[src/rtl/sm3_pkg.sv]
package sm3_pkg;

   localparam logic [31:0] TJ_LOW  = 32'h79cc4519;
   localparam logic [31:0] TJ_HIGH = 32'h7a879d8a;
   localparam logic [7:0]  PAD_BYTE = 8'h80;

   localparam logic [1:0] MODE_ABSORB = 2'd0;
   localparam logic [1:0] MODE_ABSORB_FINISH = 2'd1;
   localparam logic [1:0] MODE_FINISH = 2'd2;
   localparam logic [1:0] MODE_INVALID = 2'd3;

   localparam int DIGEST_WORDS = 8;

   typedef logic [31:0] word_type;
   typedef word_type [7:0] chain_type;

   localparam chain_type SM3_IV = '{
      32'hB0FB0E4E, 32'hE38DEE4D, 32'h163138AA, 32'hA96F30BC,
      32'hDA8A0600, 32'h172442D7, 32'h4914B2B9, 32'h7380166F};

   // datapath byte source select
   typedef enum logic [1:0] {
      SRC_DATA,
      SRC_PAD,
      SRC_ZERO,
      SRC_LEN
   } src_type;

   // controller to datapath
   typedef struct packed {
      logic       write_byte;   // write one byte into the block buffer
      src_type    src;
      logic [7:0] data;
      logic       count_len;    // add 8 to the bit length
      logic       comp_start;   // load work regs from the chain, clear round count
      logic       round_en;     // run one round
      logic       comp_done;    // fold work regs into chain
      logic       reinit;       // IV, zero counts
      logic [2:0] out_index;
   } cmd_type;

   // datapath to controller
   typedef struct packed {
      logic [5:0] fill;
      logic [5:0] round;
   } status_type;

   function automatic word_type rotl(input word_type x, input logic [4:0] n);
      logic [63:0] d;
      d = {x, x} << n;
      return d[63:32];
   endfunction

   function automatic word_type perm0(input word_type x);
      return x ^ rotl(x, 5'd9) ^ rotl(x, 5'd17);
   endfunction

   function automatic word_type perm1(input word_type x);
      return x ^ rotl(x, 5'd15) ^ rotl(x, 5'd23);
   endfunction

endpackage

[src/rtl/sm3_stream_if.sv]
interface sm3_req_if;
   logic       valid;
   logic       ready;
   logic [1:0] mode;
   logic [7:0] data_byte;
   modport source (output valid, mode, data_byte, input ready);
   modport sink (input valid, mode, data_byte, output ready);
endinterface

interface sm3_rsp_if;
   logic        valid;
   logic        ready;
   logic [31:0] digest_word;
   logic [2:0]  word_index;
   logic        last_word;
   modport source (output valid, digest_word, word_index, last_word, input ready);
   modport sink (input valid, digest_word, word_index, last_word, output ready);
endinterface

[src/rtl/sm3_datapath.sv]
module sm3_datapath (
   input  logic                 clock,
   input  logic                 reset,
   input  sm3_pkg::cmd_type     cmd,
   output sm3_pkg::status_type  status,
   output sm3_pkg::word_type    out_word
);
   import sm3_pkg::*;

   word_type    window_ff [16];
   word_type    work_ff [8];
   chain_type   chain_ff;
   logic [5:0]  fill_ff;
   logic [63:0] len_ff;
   logic [5:0]  round_ff;
   logic [7:0]  wr_byte;

   // byte source
   always_comb begin
      case (cmd.src)
         SRC_DATA: wr_byte = cmd.data;
         SRC_PAD:  wr_byte = PAD_BYTE;
         SRC_ZERO: wr_byte = 8'h00;
         SRC_LEN:  wr_byte = len_ff[8*(7-fill_ff[2:0]) +: 8];
         default:  wr_byte = 8'h00;
      endcase
   end

   // round logic
   word_type wj, wpj, tconst, a12, ss1, ss2, ff, gg, tt1, tt2, wn;
   always_comb begin
      wj = window_ff[round_ff[3:0]];
      wpj = wj ^ window_ff[round_ff[3:0] + 4'd4];
      tconst = (round_ff < 6'd16) ? TJ_LOW : TJ_HIGH;
      a12 = rotl(work_ff[0], 5'd12);
      ss1 = rotl(a12 + work_ff[4] + rotl(tconst, round_ff[4:0]), 5'd7);
      ss2 = ss1 ^ a12;
      if (round_ff < 6'd16) begin
         ff = work_ff[0] ^ work_ff[1] ^ work_ff[2];
         gg = work_ff[4] ^ work_ff[5] ^ work_ff[6];
      end else begin
         ff = (work_ff[0] & work_ff[1]) | (work_ff[0] & work_ff[2]) |
              (work_ff[1] & work_ff[2]);
         gg = (work_ff[4] & work_ff[5]) | (~work_ff[4] & work_ff[6]);
      end
      tt1 = ff + work_ff[3] + ss2 + wpj;
      tt2 = gg + work_ff[7] + ss1 + wj;
      wn = perm1(wj ^ window_ff[round_ff[3:0] + 4'd7] ^
                 rotl(window_ff[round_ff[3:0] + 4'd13], 5'd15)) ^
           rotl(window_ff[round_ff[3:0] + 4'd3], 5'd7) ^
           window_ff[round_ff[3:0] + 4'd10];
   end

   // expansion window: bytes land big-endian in place, rounds slide it
   always_ff @(posedge clock) begin
      if (cmd.write_byte) begin
         window_ff[fill_ff[5:2]][8*(3-fill_ff[1:0]) +: 8] <= wr_byte;
      end else if (cmd.round_en) begin
         window_ff[round_ff[3:0]] <= wn;
      end
   end

   // work registers
   always_ff @(posedge clock) begin
      if (cmd.comp_start) begin
         for (int k = 0; k < 8; k++) begin
            work_ff[k] <= chain_ff[k];
         end
      end else if (cmd.round_en) begin
         work_ff[0] <= tt1;
         work_ff[1] <= work_ff[0];
         work_ff[2] <= rotl(work_ff[1], 5'd9);
         work_ff[3] <= work_ff[2];
         work_ff[4] <= perm0(tt2);
         work_ff[5] <= work_ff[4];
         work_ff[6] <= rotl(work_ff[5], 5'd19);
         work_ff[7] <= work_ff[6];
      end
   end

   // control registers
   always_ff @(posedge clock) begin
      if (reset || cmd.reinit) begin
         chain_ff <= SM3_IV;
         fill_ff <= '0;
         len_ff <= '0;
         round_ff <= '0;
      end else begin
         if (cmd.write_byte) begin
            fill_ff <= fill_ff + 6'd1;
         end
         if (cmd.count_len) begin
            len_ff <= len_ff + 64'd8;
         end
         if (cmd.comp_start) begin
            round_ff <= '0;
         end else if (cmd.round_en) begin
            round_ff <= round_ff + 6'd1;
         end
         if (cmd.comp_done) begin
            for (int k = 0; k < 8; k++) begin
               chain_ff[k] <= chain_ff[k] ^ work_ff[k];
            end
         end
      end
   end

   assign status.fill = fill_ff;
   assign status.round = round_ff;
   assign out_word = chain_ff[cmd.out_index];
endmodule

[src/rtl/sm3_control.sv]
module sm3_control (
   input  logic                clock,
   input  logic                reset,
   sm3_req_if.sink             req,
   sm3_rsp_if.source           rsp,
   input  sm3_pkg::status_type status,
   input  sm3_pkg::word_type   out_word,
   output sm3_pkg::cmd_type    cmd
);
   import sm3_pkg::*;

   typedef enum logic [2:0] {
      ST_IDLE,
      ST_PAD,
      ST_START,
      ST_ROUND,
      ST_FOLD,
      ST_EMIT,
      ST_REINIT
   } state_type;

   state_type  state_ff, state_in;
   logic       finish_ff, finish_in;   // a finish is in progress
   logic       marked_ff, marked_in;   // 0x80 already written
   logic       final_ff, final_in;     // this block carries the length
   logic [2:0] idx_ff, idx_in;
   logic       rsp_valid_ff, rsp_valid_in;
   logic [31:0] rsp_word_ff, rsp_word_in;
   logic [2:0] rsp_idx_ff, rsp_idx_in;
   logic       rsp_last_ff, rsp_last_in;
   logic       take;

   assign req.ready = (state_ff == ST_IDLE);
   assign take = req.valid && req.ready && (req.mode != MODE_INVALID);
   assign rsp.valid = rsp_valid_ff;
   assign rsp.digest_word = rsp_word_ff;
   assign rsp.word_index = rsp_idx_ff;
   assign rsp.last_word = rsp_last_ff;

   always_comb begin
      cmd = '0;
      cmd.src = SRC_DATA;
      cmd.data = req.data_byte;
      cmd.out_index = idx_ff;
      state_in = state_ff;
      finish_in = finish_ff;
      marked_in = marked_ff;
      final_in = final_ff;
      idx_in = idx_ff;
      rsp_valid_in = rsp_valid_ff && !rsp.ready;
      rsp_word_in = rsp_word_ff;
      rsp_idx_in = rsp_idx_ff;
      rsp_last_in = rsp_last_ff;
      case (state_ff)
         ST_IDLE: begin
            if (take) begin
               cmd.write_byte = 1'b1;
               finish_in = (req.mode != MODE_ABSORB);
               marked_in = 1'b0;
               final_in = 1'b0;
               if (req.mode == MODE_FINISH) begin
                  // no byte: the 0x80 marker goes in at once
                  cmd.src = SRC_PAD;
                  marked_in = 1'b1;
                  final_in = (status.fill <= 6'd55);
               end else begin
                  cmd.count_len = 1'b1;
               end
               if (status.fill == 6'd63) begin
                  state_in = ST_START;
               end else if (req.mode != MODE_ABSORB) begin
                  state_in = ST_PAD;
               end
            end
         end
         ST_PAD: begin
            // 0x80 once, then zeros, length in the last 8 bytes of the final block
            cmd.write_byte = 1'b1;
            if (!marked_ff) begin
               cmd.src = SRC_PAD;
               marked_in = 1'b1;
               final_in = (status.fill <= 6'd55);
            end else if (final_ff && status.fill >= 6'd56) begin
               cmd.src = SRC_LEN;
            end else begin
               cmd.src = SRC_ZERO;
            end
            if (status.fill == 6'd63) begin
               state_in = ST_START;
            end
         end
         ST_START: begin
            cmd.comp_start = 1'b1;
            state_in = ST_ROUND;
         end
         ST_ROUND: begin
            cmd.round_en = 1'b1;
            if (status.round == 6'd63) begin
               state_in = ST_FOLD;
            end
         end
         ST_FOLD: begin
            cmd.comp_done = 1'b1;
            if (!finish_ff) begin
               state_in = ST_IDLE;
            end else if (final_ff) begin
               idx_in = '0;
               state_in = ST_EMIT;
            end else begin
               // extra block: the length goes at its end
               final_in = 1'b1;
               state_in = ST_PAD;
            end
         end
         ST_EMIT: begin
            if (!rsp_valid_ff || rsp.ready) begin
               rsp_valid_in = 1'b1;
               rsp_word_in = out_word;
               rsp_idx_in = idx_ff;
               rsp_last_in = (idx_ff == 3'd7);
               idx_in = idx_ff + 3'd1;
               if (idx_ff == 3'd7) begin
                  state_in = ST_REINIT;
               end
            end
         end
         ST_REINIT: begin
            // hold off new bytes until the last word has gone
            cmd.reinit = 1'b1;
            final_in = 1'b0;
            finish_in = 1'b0;
            marked_in = 1'b0;
            if (!rsp_valid_ff || rsp.ready) begin
               state_in = ST_IDLE;
            end
         end
         default: state_in = ST_IDLE;
      endcase
   end

   always_ff @(posedge clock) begin
      if (reset) begin
         state_ff <= ST_IDLE;
         finish_ff <= 1'b0;
         marked_ff <= 1'b0;
         final_ff <= 1'b0;
         idx_ff <= '0;
         rsp_valid_ff <= 1'b0;
      end else begin
         state_ff <= state_in;
         finish_ff <= finish_in;
         marked_ff <= marked_in;
         final_ff <= final_in;
         idx_ff <= idx_in;
         rsp_valid_ff <= rsp_valid_in;
      end
      rsp_word_ff <= rsp_word_in;
      rsp_idx_ff <= rsp_idx_in;
      rsp_last_ff <= rsp_last_in;
   end
endmodule

[src/rtl/sm3_hash_engine_unit.sv]
// SM3 hash engine, byte serial.
// req channel: one word per message byte; mode 0 absorbs, mode 1 absorbs
// and finishes, mode 2 finishes without a byte, mode 3 is taken and dropped.
// rsp channel: eight digest words per finish, index 0 first, last_word on
// index 7, each word big-endian.
// An absorb writes one byte; every 64th byte adds a compression:
// a start step, 64 rounds (one round per cycle on a single round unit) and
// a fold step. A finish writes the remaining padding one byte a cycle
// (with an extra block when the length no longer fits), each block then
// being compressed, then the emit state loads the first word into the
// output register; words follow one per cycle while the receiver keeps
// ready high.
// req.ready is low while padding, compressing, emitting and until the
// last word has been taken.
// A stalled receiver holds the current word in the output register and
// the engine waits; nothing is lost.
// Reset (synchronous) loads the IV and clears the length and fill count;
// the engine is ready on the next cycle.
module sm3_hash_engine_unit (
   input logic        clock,
   input logic        reset,
   sm3_req_if.sink    req,
   sm3_rsp_if.source  rsp
);
   import sm3_pkg::*;

   cmd_type    cmd;
   status_type status;
   word_type   out_word;

   sm3_control u_ctrl (
      .clock, .reset, .req, .rsp, .status, .out_word, .cmd
   );

   sm3_datapath u_dp (
      .clock, .reset, .cmd, .status, .out_word
   );
endmodule

[src/flat_wrapper.sv]
// flat-port wrapper written by rule: the top's interface ports become plain ports
module sm3_hash_engine_unit_flat import sm3_pkg::*;
  (clock, reset, req_valid, req_mode, req_data_byte, req_ready, rsp_valid, rsp_digest_word, rsp_word_index, rsp_last_word, rsp_ready);
  sm3_req_if req_i ();
  sm3_rsp_if rsp_i ();
  input logic clock;
  input logic reset;
  input wire logic [$bits(req_i.valid)-1:0] req_valid;
  input wire logic [$bits(req_i.mode)-1:0] req_mode;
  input wire logic [$bits(req_i.data_byte)-1:0] req_data_byte;
  output wire logic [$bits(req_i.ready)-1:0] req_ready;
  output wire logic [$bits(rsp_i.valid)-1:0] rsp_valid;
  output wire logic [$bits(rsp_i.digest_word)-1:0] rsp_digest_word;
  output wire logic [$bits(rsp_i.word_index)-1:0] rsp_word_index;
  output wire logic [$bits(rsp_i.last_word)-1:0] rsp_last_word;
  input wire logic [$bits(rsp_i.ready)-1:0] rsp_ready;
  assign req_i.valid = req_valid;
  assign req_i.mode = req_mode;
  assign req_i.data_byte = req_data_byte;
  assign req_ready = req_i.ready;
  assign rsp_valid = rsp_i.valid;
  assign rsp_digest_word = rsp_i.digest_word;
  assign rsp_word_index = rsp_i.word_index;
  assign rsp_last_word = rsp_i.last_word;
  assign rsp_i.ready = rsp_ready;
  sm3_hash_engine_unit u_core (.clock(clock), .reset(reset), .req(req_i), .rsp(rsp_i));
endmodule
[config.mk]
export PLATFORM = sky130hd
export DESIGN_NAME = sm3_hash_engine_unit_flat
export DESIGN_NICKNAME = d
export VERILOG_FILES = /design/src/rtl/sm3_pkg.sv /design/src/rtl/sm3_stream_if.sv /design/src/rtl/sm3_datapath.sv /design/src/rtl/sm3_control.sv /design/src/rtl/sm3_hash_engine_unit.sv /design/src/flat_wrapper.sv
export SDC_FILE = /design/constraint.sdc
export NUM_CORES = 2
export LEC_CHECK = 0
export ABC_CLOCK_PERIOD_IN_PS = 9620
export BUFFER_PORTS_ARGS = -buffer_cell sky130_fd_sc_hd__buf_2
export CELL_PAD_IN_SITES_DETAIL_PLACEMENT = 0
export CELL_PAD_IN_SITES_GLOBAL_PLACEMENT = 1
export CORE_MARGIN = 2
export CORE_UTILIZATION = 46
export DETAILED_ROUTE_END_ITERATION = 8
export PLACE_DENSITY_LB_ADDON = 0.1
export SLEW_MARGIN = 40
export SYNTH_ARGS = -nofsm -noshare
export SYNTH_HDL_FRONTEND = slang
export SYNTH_HIERARCHICAL = 1
export SYNTH_SLANG_ARGS = --single-unit
[constraint.sdc]
create_clock -name clock -period 9.62 [get_ports clock]
set_input_delay 0.481 -clock clock [delete_from_list [all_inputs] [get_ports clock]]
set_output_delay 0.481 -clock clock [all_outputs]
set_load 0.02 [all_outputs]
==> metrics <==
worst r2r src u_core/u_dp/round_ff[5]$_SDFFE_PP0P_; fin nets 6548; Yosys Warn Count 6; Async SR Flop Fraction 0%; #FFs+latches synth 1147; CORE AREA 171400 µm²; clk buf depth 3; Final setup viols 0; Leakage 30.10 nW; CP arrival just under 10000 ps; Hold Vio Cnt, Final 0; CTS tree yes; drt first-iter violations 6794; largest net degree at the start of global routing 198; remaining antenna violation count after routing 0; Slew Limit Fails 0; Die Y-Extent around 420 µm; number of iterations in the first detailed-routing pass 8; starting density of the core 46.19%; CP max FO 14; Die Wd 418.8 µm; register area share after synthesis roughly two fifths; area growth from synthesis to layout 10.61%; row count 152; Hold WC Path Type in2reg; total placed instance area 82610 µm²; DRC 0; Finished Cell Area 87550 µm²; upper clock frequency limit approximately 0.11 GHz; Setup crit start u_core/u_dp/round_ff[5]$_SDFFE_PP0P_; placed wire-length estimate roughly 210000 µm; critical path required time approximately 10000 ps; GRT Overall Usage 33.17%; most frequent cells in the layout mux4_2, edfxtp_1, nand2_1; worst-skew pair later-pin latency 810 ps; Clock transition at path regs 60 ps; peak supply drop approximately 520 µV; H-tree depth 4; Syn Inst Count 6254; Yosys cell types 90; final worst-path cycle share 96.05%; Routed WL 290000 µm; CTS sink count 1147; GPL Wtd Cong 0.9790; Final min period 9240 ps; most used cell, CP o21ai_0; Slowest-stage cell, CP xnor2_1; number of CTS-inserted buffers 141; slowest stage delay, CP 640 ps; routed len/inst 33.48 µm; commonest non-fill, non-tap cell in the layout mux4_2; status finished, final reports clean; Syn Nets 6567; Pwr Density 283.8 nW/µm²; vias in the first global route 53434; ys flop type edfxtp_1; io pins 52; Least-Margin Pin Slew 1005 ps; worst relative slew slack 32.44%; Avg Cell Area, Syn 12.66 µm²; Post-synth EDFFs 804; critical path capture point type flip-flop; share of cells above drive strength 1 about a quarter; clk root buf clkbuf_16; final core occ about 51%; HP Start req_mode[1]; antenna violations before repair 9; Die Area 175400 µm²; total grt overflow 0; Vias/cell 6.444; DR vias 55815; total of max-cap violations 0; CP Launch Type flip-flop; Fin Clk Skew ~27 ps; first-pass GRT wire length 409700 µm; port buffer count 51; Synth Cell Area approximately 79000 µm²; Crit Path Class reg2reg
-- layer usage --
layer,wire length (µm),track usage [%]
met5,27,0
met4,19550,19.09
met3,22740,6.349
met2,137000,52.71
met1,110700,42.64
-- worst paths after layout --
path / endpoint / slack (ps) / cells past startpoint
worst min-delay path: u_core/u_ctrl/finish_ff$_SDFFE_PP0P_ / 80 / 3
worst min register to register: u_core/u_ctrl/rsp.word_index[0]$_DFFE_PP_ / 500 / 0
worst max-delay path: u_core/u_dp/work_ff[0][155]$_DFFE_PP_ / 380 / 38
worst max register to register: u_core/u_dp/work_ff[0][155]$_DFFE_PP_ / 380 / 38
-- worst max-delay path: cells and delay by family (launching register included) --
kind	cells	cell delay, ps
fa+ha+maj	7	2500
mux	2	460
flops	1	350
xor+xnor	3	1180
simple gates	4	580
buf+inv	6	660
compound gates	16	3230
-- cell families after synthesis --
family,share of synthesized area [%]
AO/OA/AOI/OAI,6.355
XOR/XNOR,7.583
adder cells (fa/ha/maj),6.522
buffers and inverters,4.169
flip-flops,39.18
multiplexers,28.47
AND/OR/NAND/NOR,7.727
-- final cells by class --
cell class,instances,area [µm²]
tap,2310,2890
timing repair buffer,253,2141
multi-input combinational,4327,45330
clock inverter,72,812.0
sequential,1147,31050
antenna,3,7.507
clock buffer,185,3941
fill,14834,83810
inverter,365,1373
-- power breakdown --
group	internal (mW)	switching, mW
clock network	3.31	2.23
registers	5.63	0.218
logic	5.34	8.12
-- through the flow --
| stage | total power, mW | std cells | TNS (ps) | hold slack [ps] | setup WS [ps] |
|---|---|---|---|---|---|
| detailed placement | 19.23 | 8398 | 0 | 487.9 | 159.6 |
| floorplan | 14.70 | 6254 | 0 | 454.1 | 101.8 |
| finish | 24.85 | 8662 | 0 | 77.88 | 380.2 |
| CTS | 24.85 | 8656 | 0 | 20.19 | 152.7 |
| global route | 26.15 | 8660 | -0.2283 | 87.07 | -0.2283 |
| global placement | 19.18 | 8390 | 0 | 475.0 | 294.1 |
-- what timing repair did --
item | CTS | global route
buffers inserted | 0 | 0
hold endpoints to repair | 4 | 0
setup endpoints to repair | 0 | 35
gates resized for setup | 0 | 13
hold buffers | 1 | 0
-- Yosys cell counts, drive strengths merged, types with 31 or more instances --
library cell / number / share of area [%]
a21o: 48 / 0.46
a21oi: 259 / 1.7
and3: 142 / 1.1
buf: 178 / 1.3
clkbuf: 237 / 1.1
dfxtp: 343 / 8.7
edfxtp: 804 / 31
fa: 188 / 4.8
ha: 111 / 1.8
inv: 363 / 1.7
mux2: 119 / 1.7
mux2i: 85 / 1.1
mux4: 903 / 26
nand2: 673 / 3.2
nand3: 47 / 0.31
nor2: 400 / 1.9
nor3: 31 / 0.21
o21ai: 360 / 2.3
o22ai: 42 / 0.33
xnor2: 376 / 4.5
xor2: 272 / 3.0
-- state kept, by name, indices dropped and copies added, names as in the netlist, named ones only --
name	count
u_core/u_ctrl/rsp.word_index	3
u_core/u_ctrl/rsp.digest_word	32
u_core/u_dp/chain_ff	256
u_core/u_ctrl/rsp.last_word	1
u_core/u_dp/len_ff	61
u_core/u_ctrl/idx_ff	3
u_core/u_ctrl/finish_ff	1
u_core/u_ctrl/final_ff	1
u_core/u_dp/fill_ff	6
u_core/u_dp/window_ff	512
u_core/u_ctrl/state_ff	3
u_core/u_dp/work_ff	256
u_core/u_dp/round_ff	6
u_core/u_ctrl/marked_ff	1
u_core/u_ctrl/rsp.valid	1
Note: power is estimated with default switching activity, not from simulation.
